$ cat src/rtl/core/rti_pkg.sv
// Shared types and widths for the ray / triangle intersection block.
// Used by every module under rtl/core; depends on nothing.

package rti_pkg;

   localparam int COORD_W     = 16;               // Q8.8 coordinate
   localparam int DIFF_W      = COORD_W + 1;      // difference of two coordinates
   localparam int PROD1_W     = 2 * DIFF_W;       // first product level
   localparam int PQ_W        = PROD1_W + 1;      // 2x2 minors
   localparam int PROD2_W     = DIFF_W + PQ_W;    // second product level
   localparam int SUM_W       = PROD2_W + 2;      // 3x3 determinants
   localparam int REM_W       = SUM_W + 1;        // divider partial remainder
   localparam int DIST_W      = 32;               // Q16.16 distance
   localparam int FRAC_BITS   = 16;               // distance fraction bits
   localparam int QUO_W       = DIST_W;           // quotient bits, one per divider stage
   localparam int INT_SHIFT   = QUO_W - FRAC_BITS;
   localparam int QUEUE_DEPTH = 4;
   localparam int QPTR_W      = $clog2(QUEUE_DEPTH);
   localparam int QCNT_W      = $clog2(QUEUE_DEPTH + 1);
   localparam int NUM_VERTS   = 3;
   localparam int VSEL_W      = 2;

   localparam logic KIND_LOAD = 1'b0;
   localparam logic KIND_RAY  = 1'b1;

   localparam logic [VSEL_W-1:0] VSEL_A = 2'd0;
   localparam logic [VSEL_W-1:0] VSEL_B = 2'd1;
   localparam logic [VSEL_W-1:0] VSEL_C = 2'd2;

   localparam logic [DIST_W-1:0] DIST_MAX = {1'b0, {(DIST_W-1){1'b1}}};
   localparam logic [DIST_W-1:0] DIST_MIN = {1'b1, {(DIST_W-1){1'b0}}};

   typedef struct packed {
      logic signed [COORD_W-1:0] x;
      logic signed [COORD_W-1:0] y;
      logic signed [COORD_W-1:0] z;
   } vec_type;

   // One ray after the front end: edge and origin differences, direction, best distance.
   typedef struct packed {
      logic signed [DIFF_W-1:0]  da;
      logic signed [DIFF_W-1:0]  db;
      logic signed [DIFF_W-1:0]  dc;
      logic signed [DIFF_W-1:0]  dd;
      logic signed [DIFF_W-1:0]  de;
      logic signed [DIFF_W-1:0]  df;
      logic signed [COORD_W-1:0] gx;
      logic signed [COORD_W-1:0] hy;
      logic signed [COORD_W-1:0] iz;
      logic signed [DIFF_W-1:0]  jx;
      logic signed [DIFF_W-1:0]  ky;
      logic signed [DIFF_W-1:0]  lz;
      logic signed [DIST_W-1:0]  best;
   } ray_type;

   typedef struct packed {
      logic              full;
      logic              empty;
      logic [QCNT_W-1:0] count;
   } queue_stat_type;

   // Normalized determinant terms handed to the divider.
   typedef struct packed {
      logic [SUM_W-1:0]         mag;
      logic [SUM_W-1:0]         den;
      logic                     neg;
      logic                     sat;
      logic                     hit;
      logic                     degen;
      logic signed [DIST_W-1:0] best;
   } div_in_type;

endpackage

$ cat src/rtl/core/rti_front.sv
// Front end: accepts request beats, writes vertex loads into the triangle store
// and turns ray beats into difference vectors for the queue. Depends on rti_pkg.

module rti_front
   import rti_pkg::*;
(
   input  logic                    clock,
   input  logic                    reset,
   input  logic                    req_tvalid,
   output logic                    req_tready,
   input  logic [127:0]            req_tdata,
   input  logic [2:0]              req_tuser,
   input  queue_stat_type          q_stat,
   output logic                    push,
   output ray_type                 push_data
);

   vec_type           vert_ff [NUM_VERTS];
   vec_type           pos;
   vec_type           dir;
   logic signed [DIST_W-1:0] best;
   logic              kind;
   logic [VSEL_W-1:0] vsel;
   logic              accept;

   assign kind = req_tuser[0];
   assign vsel = req_tuser[2:1];
   assign pos  = '{x: req_tdata[15:0],  y: req_tdata[31:16], z: req_tdata[47:32]};
   assign dir  = '{x: req_tdata[63:48], y: req_tdata[79:64], z: req_tdata[95:80]};
   assign best = req_tdata[127:96];

   assign req_tready = !q_stat.full;
   assign accept     = req_tvalid && req_tready;
   assign push       = accept && (kind == KIND_RAY);

   always_ff @(posedge clock) begin
      if (reset) begin
         for (int v = 0; v < NUM_VERTS; v++) begin
            vert_ff[v] <= '0;
         end
      end else if (accept && (kind == KIND_LOAD)) begin
         unique case (vsel)
            VSEL_A:  vert_ff[0] <= pos;
            VSEL_B:  vert_ff[1] <= pos;
            VSEL_C:  vert_ff[2] <= pos;
            default: ;
         endcase
      end
   end

   always_comb begin
      push_data.da   = DIFF_W'(vert_ff[0].x) - DIFF_W'(vert_ff[1].x);
      push_data.db   = DIFF_W'(vert_ff[0].y) - DIFF_W'(vert_ff[1].y);
      push_data.dc   = DIFF_W'(vert_ff[0].z) - DIFF_W'(vert_ff[1].z);
      push_data.dd   = DIFF_W'(vert_ff[0].x) - DIFF_W'(vert_ff[2].x);
      push_data.de   = DIFF_W'(vert_ff[0].y) - DIFF_W'(vert_ff[2].y);
      push_data.df   = DIFF_W'(vert_ff[0].z) - DIFF_W'(vert_ff[2].z);
      push_data.gx   = dir.x;
      push_data.hy   = dir.y;
      push_data.iz   = dir.z;
      push_data.jx   = DIFF_W'(vert_ff[0].x) - DIFF_W'(pos.x);
      push_data.ky   = DIFF_W'(vert_ff[0].y) - DIFF_W'(pos.y);
      push_data.lz   = DIFF_W'(vert_ff[0].z) - DIFF_W'(pos.z);
      push_data.best = best;
   end

endmodule

$ cat config.mk
export PLATFORM = sky130hd
export DESIGN_NAME = rti_front
export DESIGN_NICKNAME = d
export VERILOG_FILES = /design/src/rtl/core/rti_pkg.sv /design/src/rtl/core/rti_front.sv
export SDC_FILE = /design/constraint.sdc
export NUM_CORES = 1
export LEC_CHECK = 0
export ABC_AREA = 1
export BUFFER_PORTS_ARGS = -buffer_cell sky130_fd_sc_hd__buf_2
export CORE_MARGIN = 5
export CORE_UTILIZATION = 30
export DETAILED_ROUTE_END_ITERATION = 8
export PLACE_DENSITY = 0.57
export SLEW_MARGIN = 10
export SYNTH_ARGS = -nofsm -noshare
export SYNTH_HDL_FRONTEND = slang
export SYNTH_SLANG_ARGS = --single-unit
$ cat constraint.sdc
create_clock -name clock -period 4.8 [get_ports clock]
set_input_delay 0.72 -clock clock [delete_from_list [all_inputs] [get_ports clock]]
set_output_delay 0.72 -clock clock [all_outputs]
set_load 0.1 [all_outputs]
After elaboration in Yosys (flattened, before gate mapping)

Memories as Yosys holds them, arrays and structs flattened.
Index checks and enable logic that the tools add are counted.

Register bits after elaboration: 0
Memory bits (writable): 144
Logic and storage cells: 38
Memories: 1

Memories:

| name    | depth | width | rd ports | clocked after Yosys merged registers in | write ports | line            | source |
|---|---|---|---|---|---|---|---|
| vert_ff | 3     | 48    | 3        | 0                                       | 3           | rti_front.sv:18 | `vec_type vert_ff [NUM_VERTS];` |

Add/sub/neg operators: 9
Equal/unequal tests: 2
Mux-type cells: 17
Bitwise operators: 4
Reductions and logical operators: 5

Operator list:

| kind               | count |
|---|---|
| $sub 16x16->17     | 9 |
| $mux 48            | 3 |
| $mux 1             | 14 |
| $logic_and 1x1->1  | 3 |
| $or 1x1->1         | 3 |
| $eq 2x1->1 const B | 1 |
| $eq 2x2->1 const B | 1 |
| $logic_not 2->1    | 1 |
| $logic_not 1->1    | 1 |
| $not 1->1          | 1 |

Logic depth before layout (Yosys ltp)

Word-level depth: 7
Depth in mapped cells: 12

Worst setup path before layout

OpenSTA, ideal clock, no wires.

Kind: input to register
Start point: input q_stat[4] (netlist name)
End point: memory vert_ff[0][0] (netlist name), enable pin
Setup time: 0.520 ns
Arrival: 4.781 ns
Required time: 4.280 ns
Path slack: -0.501 ns
Stages on the path: 5
Path buffers: 0
Path through: inv_2 > nand2_2 > nor2_4 > nand2_1 > o21ai_0

RTL lines:

| what            | line            | source |
|---|---|---|
| start, declared | rti_front.sv:13 | `input queue_stat_type q_stat,` |
| end, declared   | rti_front.sv:18 |  |

==> reports/metrics.csv <==
metric;value;unit
cts_tree;yes;
start_kind;primary input;
io_pins;374;
ys_types;21;
yosys_warnings;0;
grt_max_degree;49;
hold-path-endpoint;vert_ff[0][96];
num_rows;81;
drv_slew;0;
largest-register;vert_ff;
regArea;4320;um^2
drcViolationCount;0;
top_regs;vert_ff: 144 flops;
maxSlewHeadroom;49.0;%
crit_required;4080;ps
place.port_buffers;209;
area_growth;12.8;%
timing.fmax;283;MHz
largest_reg_flops;144;
clock_sinks;144;
synth_top_area_share;29.4;%
core;48700;um^2
muxShareOfSynthArea;0;%
p_per_area;419;nW/um^2
mostFrequentLayoutCells;nand2_1, inv_1, buf_2;
finalCritPeriodShare;73.5;%
grt_pass1_wl;65200;um
vias;13203;
crit_type;primary input to output pin;
drive_gt1_share;11.4;%
syn_nets;2526;
nets;2673;
clk_transition_reported_paths;70;ps
clock_path_buffers;2;
synth_top_family_by_area;simple AND/OR/NAND/NOR gates;
leakage;10.0;nW
antenna_found_initial;1;
worstPathArrival;2810;ps
cp-startpoint;req_tdata[0];
post-dp-hpwl;35800;um
pre_cts_ws;1250;ps
gr-total-overflow;0;
numCtsBuffers;17;
end_kind;output pin;
cts_root_buffer;clkbuf_16;
postCtsHoldBufs;0;
multi_input_area;7610;um^2
synthTopCellsByArea;edfxtp_1, nand2_1, inv_1;
grtUsageTotal;15.3;%
rsz0062_at_grt;no;
crit_fanout;3;
syn_inst;2234;
ctsResizeCount;0;
hold_violations;0;
fin_ws;1270;ps
vias_per_cell;4.32;
synth_largest_area_cell;edfxtp_1;
detail_route.iter0.violations;617;
start_util;30.2;%
synth_fa_ha_area_share;13.5;%
die_x;232;um
hold_path_class;primary input to register;
final_common_cell;nand2_1;
maxCapViolCount;0;
dieArea;53600;um^2
post_cts_buffers;0;
setup_viol;0;
outcome;complete, no violations;
gp_congestion;0.886;
seq_area_frac_synth;29.4;%
die-height;232;um
synth_seq_cells;144;
power;0.00696;W
synthXorXnorAreaFrac;3.75;%
wl;42000;um
syn-cell-area;14700;um^2
wl_per_cell;13.7;um
grt_pass1_vias;12677;
ant_nets;0;
syn_avg_cell_area;6.59;um^2
min_period;3530;ps
cts-htree-levels;4;
drt_pre_antenna_iters;5;
worstHoldStart;req_tdata[32];
worst_pin_slew;765;ps
ir_drop;0.305;mV
synth_compound_area_share;3.21;%
diodes;0;
fill_cells;5329;
holdPathStages;3;
yosys.area_share.simple;31.0;%
-- metal layers --
layer	up-vias	wire length (um)	track usage, %
met2	358	20200	27.2
met1	5786	17500	17.8
met5	-	0	0
met3	121	2380	3.01
li1	6938	-	-
met4	0	1850	6.92
-- metrics by stage --
step,util [%],instances,area (um^2),setup TNS [ps],hold slack [ps]
after floorplan,-,2234,14700,-48070,969
after global placement,32.9,3026,16000,0,1090
after detailed placement,32.9,3026,16000,0,1090
after CTS,34.1,3058,16600,0,618
after global routing,34.1,3058,16600,0,643
final,34.1,3058,16600,0,661
-- worst max-delay path by stage --
stage,to,depth (start not counted)
after detailed placement,push_data[72],10
after floorplan,vert_ff[0][0],5
after CTS,push_data[190],10
after global routing,push_data[194],13
after global placement,push_data[72],10
final,push_data[72],10
-- cell usage after synthesis --
| library cell | instances |
|---|---|
| edfxtp_1 | 144 |
| nand2_1 | 848 |
| or2_1 | 13 |
| ha_1 | 144 |
| buf_12 | 2 |
| buf_4 | 80 |
| nor2_1 | 96 |
| buf_2 | 2 |
| inv_2 | 1 |
| xor2_1 | 41 |
| nand2_2 | 1 |
| buf_6 | 1 |
| o211ai_2 | 1 |
| o21ai_0 | 2 |
| a21oi_1 | 90 |
| xnor2_1 | 22 |
| fa_1 | 9 |
| inv_1 | 576 |
| nand3_1 | 104 |
| nor3_1 | 36 |
| nor2_4 | 21 |
-- critical path, stage by stage --
cell,delay [ps]
buf_2,110
ha_1,240
fa_1,430
inv_1,80
nand2_1,50
nand2_1,150
nand3_1,90
nand2_1,160
xor2_1,280
buf_2,490
-- power by group --
part | internal [W] | switching (W)
Combinational | 0.000715 | 0.00339
Clock | 0.000781 | 0.000561
Sequential | 0.00147 | 0.0000489
-- kinds of logic after synthesis --
family / Yosys count
flip-flops: 144
adder cells (fa/ha/maj): 153
buffers and inverters: 662
AO/OA/AOI/OAI: 93
AND/OR/NAND/NOR: 1119
XOR/XNOR: 63
-- area by class of cell --
cell class / count / area share, %
multi-input cells: 1428 / 45.8
inverters: 577 / 13.0
flip-flops and latches: 144 / 26.0
repair buffers: 213 / 6.55
clock buffers: 17 / 2.56
well taps: 664 / 5.00
clock inverters: 15 / 1.04
Power figures use the tool's default switching activity.
