<file path="src/rtl/core/rti_pkg.sv">
// Shared types and widths for the ray / triangle intersection block.
// Used by every module under rtl/core; depends on nothing.

package rti_pkg;

   localparam int COORD_W     = 16;               // Q8.8 coordinate
   localparam int DIFF_W      = COORD_W + 1;      // difference of two coordinates
   localparam int PROD1_W     = 2 * DIFF_W;       // first product level
   localparam int PQ_W        = PROD1_W + 1;      // 2x2 minors
   localparam int PROD2_W     = DIFF_W + PQ_W;    // second product level
   localparam int SUM_W       = PROD2_W + 2;      // 3x3 determinants
   localparam int REM_W       = SUM_W + 1;        // divider partial remainder
   localparam int DIST_W      = 32;               // Q16.16 distance
   localparam int FRAC_BITS   = 16;               // distance fraction bits
   localparam int QUO_W       = DIST_W;           // quotient bits, one per divider stage
   localparam int INT_SHIFT   = QUO_W - FRAC_BITS;
   localparam int QUEUE_DEPTH = 4;
   localparam int QPTR_W      = $clog2(QUEUE_DEPTH);
   localparam int QCNT_W      = $clog2(QUEUE_DEPTH + 1);
   localparam int NUM_VERTS   = 3;
   localparam int VSEL_W      = 2;

   localparam logic KIND_LOAD = 1'b0;
   localparam logic KIND_RAY  = 1'b1;

   localparam logic [VSEL_W-1:0] VSEL_A = 2'd0;
   localparam logic [VSEL_W-1:0] VSEL_B = 2'd1;
   localparam logic [VSEL_W-1:0] VSEL_C = 2'd2;

   localparam logic [DIST_W-1:0] DIST_MAX = {1'b0, {(DIST_W-1){1'b1}}};
   localparam logic [DIST_W-1:0] DIST_MIN = {1'b1, {(DIST_W-1){1'b0}}};

   typedef struct packed {
      logic signed [COORD_W-1:0] x;
      logic signed [COORD_W-1:0] y;
      logic signed [COORD_W-1:0] z;
   } vec_type;

   // One ray after the front end: edge and origin differences, direction, best distance.
   typedef struct packed {
      logic signed [DIFF_W-1:0]  da;
      logic signed [DIFF_W-1:0]  db;
      logic signed [DIFF_W-1:0]  dc;
      logic signed [DIFF_W-1:0]  dd;
      logic signed [DIFF_W-1:0]  de;
      logic signed [DIFF_W-1:0]  df;
      logic signed [COORD_W-1:0] gx;
      logic signed [COORD_W-1:0] hy;
      logic signed [COORD_W-1:0] iz;
      logic signed [DIFF_W-1:0]  jx;
      logic signed [DIFF_W-1:0]  ky;
      logic signed [DIFF_W-1:0]  lz;
      logic signed [DIST_W-1:0]  best;
   } ray_type;

   typedef struct packed {
      logic              full;
      logic              empty;
      logic [QCNT_W-1:0] count;
   } queue_stat_type;

   // Normalized determinant terms handed to the divider.
   typedef struct packed {
      logic [SUM_W-1:0]         mag;
      logic [SUM_W-1:0]         den;
      logic                     neg;
      logic                     sat;
      logic                     hit;
      logic                     degen;
      logic signed [DIST_W-1:0] best;
   } div_in_type;

endpackage

</file>
<file path="src/rtl/core/rti_queue.sv">
// Short queue of classified ray beats between the front and back ends.
// Depends on rti_pkg.

module rti_queue
   import rti_pkg::*;
(
   input  logic           clock,
   input  logic           reset,
   input  logic           push,
   input  ray_type        push_data,
   input  logic           pop,
   output ray_type        pop_data,
   output queue_stat_type stat
);

   ray_type           mem [QUEUE_DEPTH];
   logic [QPTR_W-1:0] wr_ptr_ff, wr_ptr_in;
   logic [QPTR_W-1:0] rd_ptr_ff, rd_ptr_in;
   logic [QCNT_W-1:0] count_ff, count_in;

   always_comb begin
      wr_ptr_in = push ? wr_ptr_ff + 1'b1 : wr_ptr_ff;
      rd_ptr_in = pop ? rd_ptr_ff + 1'b1 : rd_ptr_ff;
      count_in  = count_ff + QCNT_W'(push) - QCNT_W'(pop);
   end

   always_ff @(posedge clock) begin
      if (reset) begin
         wr_ptr_ff <= '0;
         rd_ptr_ff <= '0;
         count_ff  <= '0;
      end else begin
         wr_ptr_ff <= wr_ptr_in;
         rd_ptr_ff <= rd_ptr_in;
         count_ff  <= count_in;
      end
   end

   always_ff @(posedge clock) begin
      if (push) begin
         mem[wr_ptr_ff] <= push_data;
      end
   end

   assign pop_data    = mem[rd_ptr_ff];
   assign stat.count  = count_ff;
   assign stat.full   = (count_ff == QCNT_W'(QUEUE_DEPTH));
   assign stat.empty  = (count_ff == '0);

endmodule

</file>
<file path="config.mk">
export PLATFORM = sky130hd
export DESIGN_NAME = rti_queue
export DESIGN_NICKNAME = d
export VERILOG_FILES = /design/src/rtl/core/rti_pkg.sv /design/src/rtl/core/rti_queue.sv
export SDC_FILE = /design/constraint.sdc
export NUM_CORES = 1
export LEC_CHECK = 0
export ABC_AREA = 1
export BUFFER_PORTS_ARGS = -buffer_cell sky130_fd_sc_hd__buf_2
export CORE_MARGIN = 1
export CORE_UTILIZATION = 45
export CTS_CLUSTER_SIZE = 20
export DETAILED_ROUTE_END_ITERATION = 8
export PLACE_DENSITY = 0.66
export SYNTH_ARGS = -nofsm -noshare
export SYNTH_HDL_FRONTEND = slang
export SYNTH_SLANG_ARGS = --single-unit
</file>
<file path="constraint.sdc">
create_clock -name clock -period 6.7 [get_ports clock]
set_input_delay 0.335 -clock clock [delete_from_list [all_inputs] [get_ports clock]]
set_output_delay 0.335 -clock clock [all_outputs]
set_load 0.05 [all_outputs]
</file>
### Word-level counts from Yosys, hierarchy flattened

Memories as Yosys holds them, arrays and structs flattened. A register that Yosys moved wholly into a read port is not among the register bits.
Cells that the tools add are included.

| storage, ports and cells | value |
|---|---|
| bits in registers | 7 |
| output and inout bits | 238 |
| memories kept | 1 |
| input bits | 237 |
| memory bits (writable) | 932 |
| word-level logic and storage cells | 14 |

Memories:

| name | words | width | read ports | clocked after memory_dff | wr ports | line | source |
|---|---|---|---|---|---|---|---|
| mem | 4 | 233 | 1 | 1 | 1 | rti_queue.sv:16 | `ray_type mem [QUEUE_DEPTH];` |

| cells by class | value |
|---|---|
| equality and inequality tests | 1 |
| add/sub/neg operators | 4 |
| multiplexer cells | 4 |
| reduce and logical (&&, ||, !) cells | 1 |

Operators with widths:

| cell | count |
|---|---|
| $add A2 B1 Y2 const B | 2 |
| $mux W2 | 2 |
| $add A3 B1 Y3 | 1 |
| $eq A3 B3 Y1 const B | 1 |
| $logic_not A3 Y1 | 1 |
| $sub A3 B1 Y3 | 1 |
| $mux W1 | 2 |

### Longest topological paths before layout

Gate-level depths: netlist of the first run.

| depth | value |
|---|---|
| depth in word-level cells | 3 |
| mapped depth | 8 |
| gate-level depth less buffers | 8 |

### Worst setup path after synthesis of the first run

OpenSTA, ideal clock, no wires.

| timing | value |
|---|---|
| path type | reg-to-reg |
| from | reg wr_ptr_ff[0] |
| to | mem mem[2][0] (netlist name), enable pin |
| setup slack | 1059 ps |
| setup time | 584 ps |
| stages on the path, launching flop included | 5 |
| data required time | 6116 ps |
| buffers on the path | 0 |
| clock period less this slack | 5641 ps |
| data arrival time | 5057 ps |
| path through | dfxtp_1 > inv_1 > ha_1 > nand2_1 > inv_1 |

RTL lines:

| element | line | source |
|---|---|---|
| start, declared | rti_queue.sv:17 | `logic [QPTR_W-1:0] wr_ptr_ff, wr_ptr_in;` |
| start signal, assigned | rti_queue.sv:33 | `wr_ptr_ff <= wr_ptr_in;` |
| end, declared | rti_queue.sv:16 |  |

No word-level cell before the write port.

==> results of run 1 <==
## worst max-delay path, cell delays in order, from the launching register on
cell and delay [ps]:
dfxtp_4 980, buf_4 1040, o211ai_2 200, nand2_1 120, buf_2 280
## layout by cell type, fill, tap and decap left out
| master | instances |
|---|---|
| a21oi_1 | 239 |
| buf_12 | 9 |
| buf_2 | 474 |
| buf_4 | 6 |
| bufinv_16 | 6 |
| clkbuf_1 | 25 |
| clkbuf_16 | 100 |
| clkbuf_8 | 2 |
| clkinv_1 | 21 |
| clkinv_16 | 5 |
| clkinv_2 | 14 |
| clkinv_8 | 1 |
| clkinvlp_4 | 6 |
| dfxtp_1 | 7 |
| dfxtp_4 | 2 |
| diode_2 | 7 |
| dlygate4sd3_1 | 235 |
| edfxtp_1 | 932 |
| fa_1 | 1 |
| ha_1 | 6 |
| inv_1 | 478 |
| inv_6 | 3 |
| inv_8 | 4 |
| nand2_1 | 474 |
| nand3_1 | 1 |
| nor2_1 | 4 |
| nor3_1 | 1 |
| o211ai_1 | 7 |
| o211ai_2 | 226 |
| o21ai_0 | 217 |
| o21ai_1 | 20 |
## cell families (layout without fill, tap and decap cells)
| kind of cell | Yosys count | after routing | share of synthesized area |
|---|---|---|---|
| adders and majority gates | 7 | 7 | 0.00249 |
| buffers and inverters | 638 | 1389 | 0.0755 |
| other | 0 | 7 | 0 |
| AOI/OAI and AO/OA | 709 | 709 | 0.138 |
| and+or+nand+nor | 480 | 480 | 0.0472 |
| DFF | 941 | 941 | 0.737 |
## flip-flops by register name, indices dropped and copies added (netlist names), named ones only
signal	cells
mem	932
count_ff	3
rd_ptr_ff	2
wr_ptr_ff	2
## power breakdown
| part | internal, mW | leakage, nW | switching [mW] |
|---|---|---|---|
| clock | 3.02 | 1.53 | 2.25 |
| sequential | 6.74 | 8.64 | 0.0780 |
| combinational | 0.484 | 7.74 | 1.49 |
## worst max path at each step
stage	startpoint	cells after the start	slack (ps)	end
5_1_grt	flip-flop	4	2780	pop_data[114]
3_3_place_gp	flip-flop	4	3710	pop_data[116]
4_1_cts	flip-flop	4	2920	pop_data[112]
2_1_floorplan	wr_ptr_ff[0]	4	1060	mem[2][0]
3_5_place_dp	flip-flop	4	3640	pop_data[110]
6_report	flip-flop	4	2990	pop_data[112]
## cell type report
type                    instances  share of cell area
clock buffers                 127              0.0561
well taps                    1134              0.0303
repair buffers                724               0.106
multi-input cells            1196               0.153
inverters                     482              0.0393
clock inverters                56              0.0121
flip-flops and latches        941               0.603
diodes                          7            0.000375
## repair_timing
| item | 4_1_cts | 5_1_grt |
|---|---|---|
| hold buffers | 235 | 0 |
| endpoints found under the hold margin | 936 | 0 |
| resized for setup | 0 | 0 |
## routing by layer
layer  track usage  part of all wire  wire length [um]
met5             0           0.00033                26
met1         0.215              0.41             31700
met3        0.0464             0.062              4890
met4        0.0588             0.026              2010
met2         0.309              0.51             39600
==> flow_metrics.tcl, run 1 <==
set metrics [dict create \
    synth_common_cells "edfxtp_1 (932), inv_1 (482), nand2_1 (474)" \
    synth_area_sq_um 38200 \
    via_per_inst 4.80 \
    cts-root-buf "clkbuf_16" \
    hold-worst-slack_ps 100 \
    post-place-cells 4242 \
    postCtsSetupRepairBufs 0 \
    power.total_mw 14.1 \
    rr_endpoint "mem[0][120]" \
    antenna_found_initial 8 \
    setup-tns-final_ps 0 \
    routed_wl_mm 78.3 \
    startpoint_type "flip-flop" \
    port_buffers 474 \
    fin_nets 3689 \
    min_period_over_period 0.553 \
    seq_area_frac_synth 0.737 \
    synth_top_area_share 0.732 \
    multi_input_area_sq_um 7160 \
    grt_pass1_wl_mm 121 \
    hp-class "input port to flip-flop" \
    max-cap-violations 0 \
    r2r_start "wr_ptr_ff[0]" \
    final_layout_size_suffix_gt1_frac 0.243 \
    cts_tree "yes" \
    gp_congestion 0.736 \
    power.leakage_nw 17.9 \
    vias 22380 \
    crit_required_ps 6360 \
    critPathKind "flip-flop to output port" \
    r2r_cells 5 \
    placed_cell_area_sq_um 41200 \
    power_density_nw_per_um2 301 \
    crit_path_end_kind "output port" \
    syn_nets 3019 \
    yosysWarnings 0 \
    peakVddDrop_v 0.000244 \
    synth_top_flop_cell "edfxtp_1" \
    outcome "finished, final reports clean" \
    async_flop_share 0 \
    register_area_sq_um 28200 \
    critPathArrivalTime_ps 3370 \
    synthCells 2775 \
    hold_violations 0 \
    cp_max_fo 86 \
    core_sq_um 83800 \
    clock_latency_ps 670 \
    stdcell_count 4667 \
    path_clk_slew_ps 60 \
    min_from "push" \
    relSlewSlack 0.209 \
    hold_path_depth 3 \
    initial_core_util 0.456 \
    syn_area_per_cell_sq_um 13.8 \
    die_y_um 293 \
    row_count 106 \
    fin_crit_ps 3710 \
    slew_viol_final 0 \
    dieArea_sq_um 86100 \
    fp.dieW_um 293 \
    synth_edf_count 932 \
    cts.sinks 941 \
    setup_viol 0 \
    post-place-ws_ps 3640 \
    post_drt_wl_per_cell_um 16.8 \
    holdPathEnd "wr_ptr_ff[0]" \
    cts_buffer_depth 3 \
    htreeDepth 3 \
    syn2layout_area_growth_pct 22.3 \
    first_pass_iters 5 \
    worst_slack_ps 2990 \
    rsz0062_at_grt "false" \
    nFillCells 6800 \
    yosysMostFrequentCell "edfxtp_1" \
    drtIter0Drc 1069 \
    skew_ps 48.2 \
    ant_nets 0 \
    grt.total_usage 0.178 \
    pin_count 475 \
    ys_seq_elements 941 \
    grt_pass1_vias 22424 \
    synthTopCellsByArea "edfxtp_1 (73%), o211ai_2 (7.4%), inv_1 (4.7%), nand2_1 (4.7%), a21oi_1 (3.1%)" \
    worst_pin_slew_ps 1190 \
    fin_util 0.558 \
    r2r_setup_slack_ps 3950 \
    fmax_mhz 270 \
    hpwl_mm 43.0 \
    ys_types 19 \
    grt_max_degree 247 \
    numCtsBuffers 100 \
    drc 0 \
    yosys.area.top_type "edfxtp_1" \
    final_area_sq_um 46800 \
    overflow 0 \
]
Power figures use the tool's default switching activity.
==> run 2, diff against run 1 <==
==> constraint.sdc (replaced) <==
create_clock -name clock -period 3.75 [get_ports clock]
set_input_delay 0.1875 -clock clock [delete_from_list [all_inputs] [get_ports clock]]
set_output_delay 0.1875 -clock clock [all_outputs]
set_load 0.05 [all_outputs]
==> run 2 against run 1 <==
Sequential share of layout area fell by 0.37 points. Register-to-register slack got worse by 2400 ps. Highest routed layer unchanged. Critical path depth rose by 1. Largest cell class unchanged.
==> flow_metrics.tcl, run 2 (synthesis results as in run 1) <==
set metrics [dict create \
    critPathArrivalTime_ps 2610 \
    crit_required_ps 3560 \
    row_count 106 \
    min_period_over_period 0.746 \
    gp_congestion 0.753 \
    cts_tree "yes" \
    setup_viol 0 \
    fp.dieW_um 293 \
    final_common_cell "edfxtp_1" \
    hp-class "input port to flip-flop" \
    first_pass_iters 5 \
    hold_violations 0 \
    core_sq_um 83800 \
    hold_path_depth 3 \
    r2r_cells 5 \
    rr_endpoint "mem[1][209]" \
    grt_pass1_vias 22794 \
    crit_path_end_kind "output port" \
    worst_slack_ps 954 \
    drc 0 \
    ctsHoldBuffers 236 \
    hpwl_mm 46.8 \
    startpoint_type "flip-flop" \
    pin_count 475 \
    power.total_mw 24.9 \
    fin_nets 3715 \
    min_from "reset" \
    max-cap-violations 0 \
    cp_max_fo 47 \
    peakVddDrop_v 0.000512 \
    critPathKind "flip-flop to output port" \
    port_buffers 474 \
    nFillCells 6695 \
    grt_pass1_wl_mm 123 \
    numCtsBuffers 97 \
    drtIter0Drc 1292 \
    antenna_found_initial 10 \
    rsz0062_at_grt "false" \
    stdcell_count 4694 \
    cts_buffer_depth 3 \
    htreeDepth 3 \
    outcome "finished, final reports clean" \
    largest_reg_flops 932 \
    routed_wl_mm 80.4 \
    holdPathEnd "count_ff[0]" \
    grt.total_usage 0.183 \
    vias 22740 \
    ant_nets 0 \
    path_clk_slew_ps 60 \
    relSlewSlack 0.435 \
    grt_max_degree 158 \
    cts.sinks 941 \
    cts_resized 0 \
    worst_pin_slew_ps 848 \
    die_y_um 293 \
    via_per_inst 4.84 \
    cts-root-buf "clkbuf_16" \
    placed_cell_area_sq_um 41600 \
    post-place-cells 4270 \
    final_layout_size_suffix_gt1_frac 0.251 \
    fmax_mhz 358 \
    skew_ps 31.1 \
    syn2layout_area_growth_pct 23.1 \
    setup-tns-final_ps 0 \
    top_register "mem" \
    r2r_start "wr_ptr_ff[1]" \
    reg_top3 "mem (932), count_ff (3)" \
    post_drt_wl_per_cell_um 17.1 \
    power.leakage_nw 18.0 \
    final_area_sq_um 47000 \
    post-place-ws_ps 1500 \
    postCtsSetupRepairBufs 0 \
    slew_viol_final 0 \
    clock_latency_ps 640 \
    power_density_nw_per_um2 529 \
    dieArea_sq_um 86100 \
    layout_common_cells "edfxtp_1 (932), inv_1 (476), buf_2 (474)" \
    overflow 0 \
    fin_crit_ps 2800 \
    initial_core_util 0.456 \
    r2r_setup_slack_ps 1530 \
]
==> run 2: changes by cell type in the layout (fill, tap and decap cells not counted), sizes merged <==
cell         before  now
clkinv           41   57
diode             7    8
inv             485  479
dlygate4sd3     235  236
bufinv            6    5
clkbuf          127  115
buf             489  517
==> run 2: worst max path at each step <==
stage	startpoint	end	slack (ps)	cells past startpoint
floorplan	wr_ptr_ff[0]	mem[0][0]	-730	4
global placement	wr_ptr_ff[1]	mem[1][154]	1470	5
detailed placement	wr_ptr_ff[1]	mem[1][185]	1500	5
CTS	flip-flop	pop_data[148]	890	5
global route	flip-flop	pop_data[199]	790	4
finish	flip-flop	pop_data[148]	950	5
==> run 2: layout make-up <==
| type | count | area, sq um | area share |
|---|---|---|---|
| flip-flops and latches | 941 | 28200 | 0.599 |
| multi-input cells | 1196 | 7180 | 0.153 |
| repair buffers | 753 | 5380 | 0.114 |
| clock buffers | 115 | 2520 | 0.0535 |
| inverters | 482 | 1820 | 0.0388 |
| well taps | 1134 | 1420 | 0.0302 |
| clock inverters | 65 | 532 | 0.0113 |
| diodes | 8 | 20.0 | 0.000426 |
==> run 2: metrics by stage <==
step / hold WS (ps) / util
3_5_place_dp: 392 / 0.497
4_1_cts: 223 / 0.561
2_1_floorplan: 259 / -
3_3_place_gp: 386 / 0.497
6_report: 282 / 0.561
5_1_grt: 257 / 0.561
==> run 2: worst max-delay path: stages (launching register included) <==
cell and delay [ps]:
dfxtp_4 700, buf_12 340, buf_12 310, o211ai_2 140, nand2_1 120, buf_2 270
==> run 2: layer usage <==
| metal | vias to the layer above | global-route usage | wire length (um) |
|---|---|---|---|
| li1 | 11106 | - | - |
| met1 | 10943 | 0.217 | 32000 |
| met2 | 513 | 0.318 | 40700 |
| met3 | 172 | 0.0460 | 4770 |
| met4 | 6 | 0.0743 | 2850 |
| met5 | - | 0 | 39 |
==> run 2: where the power goes <==
group	leakage, nW	internal [mW]	switching (mW)
registers	8.64	12.0	0.121
clock network	1.49	5.16	3.93
logic	7.91	0.913	2.72
total	18.0	18.1	6.77
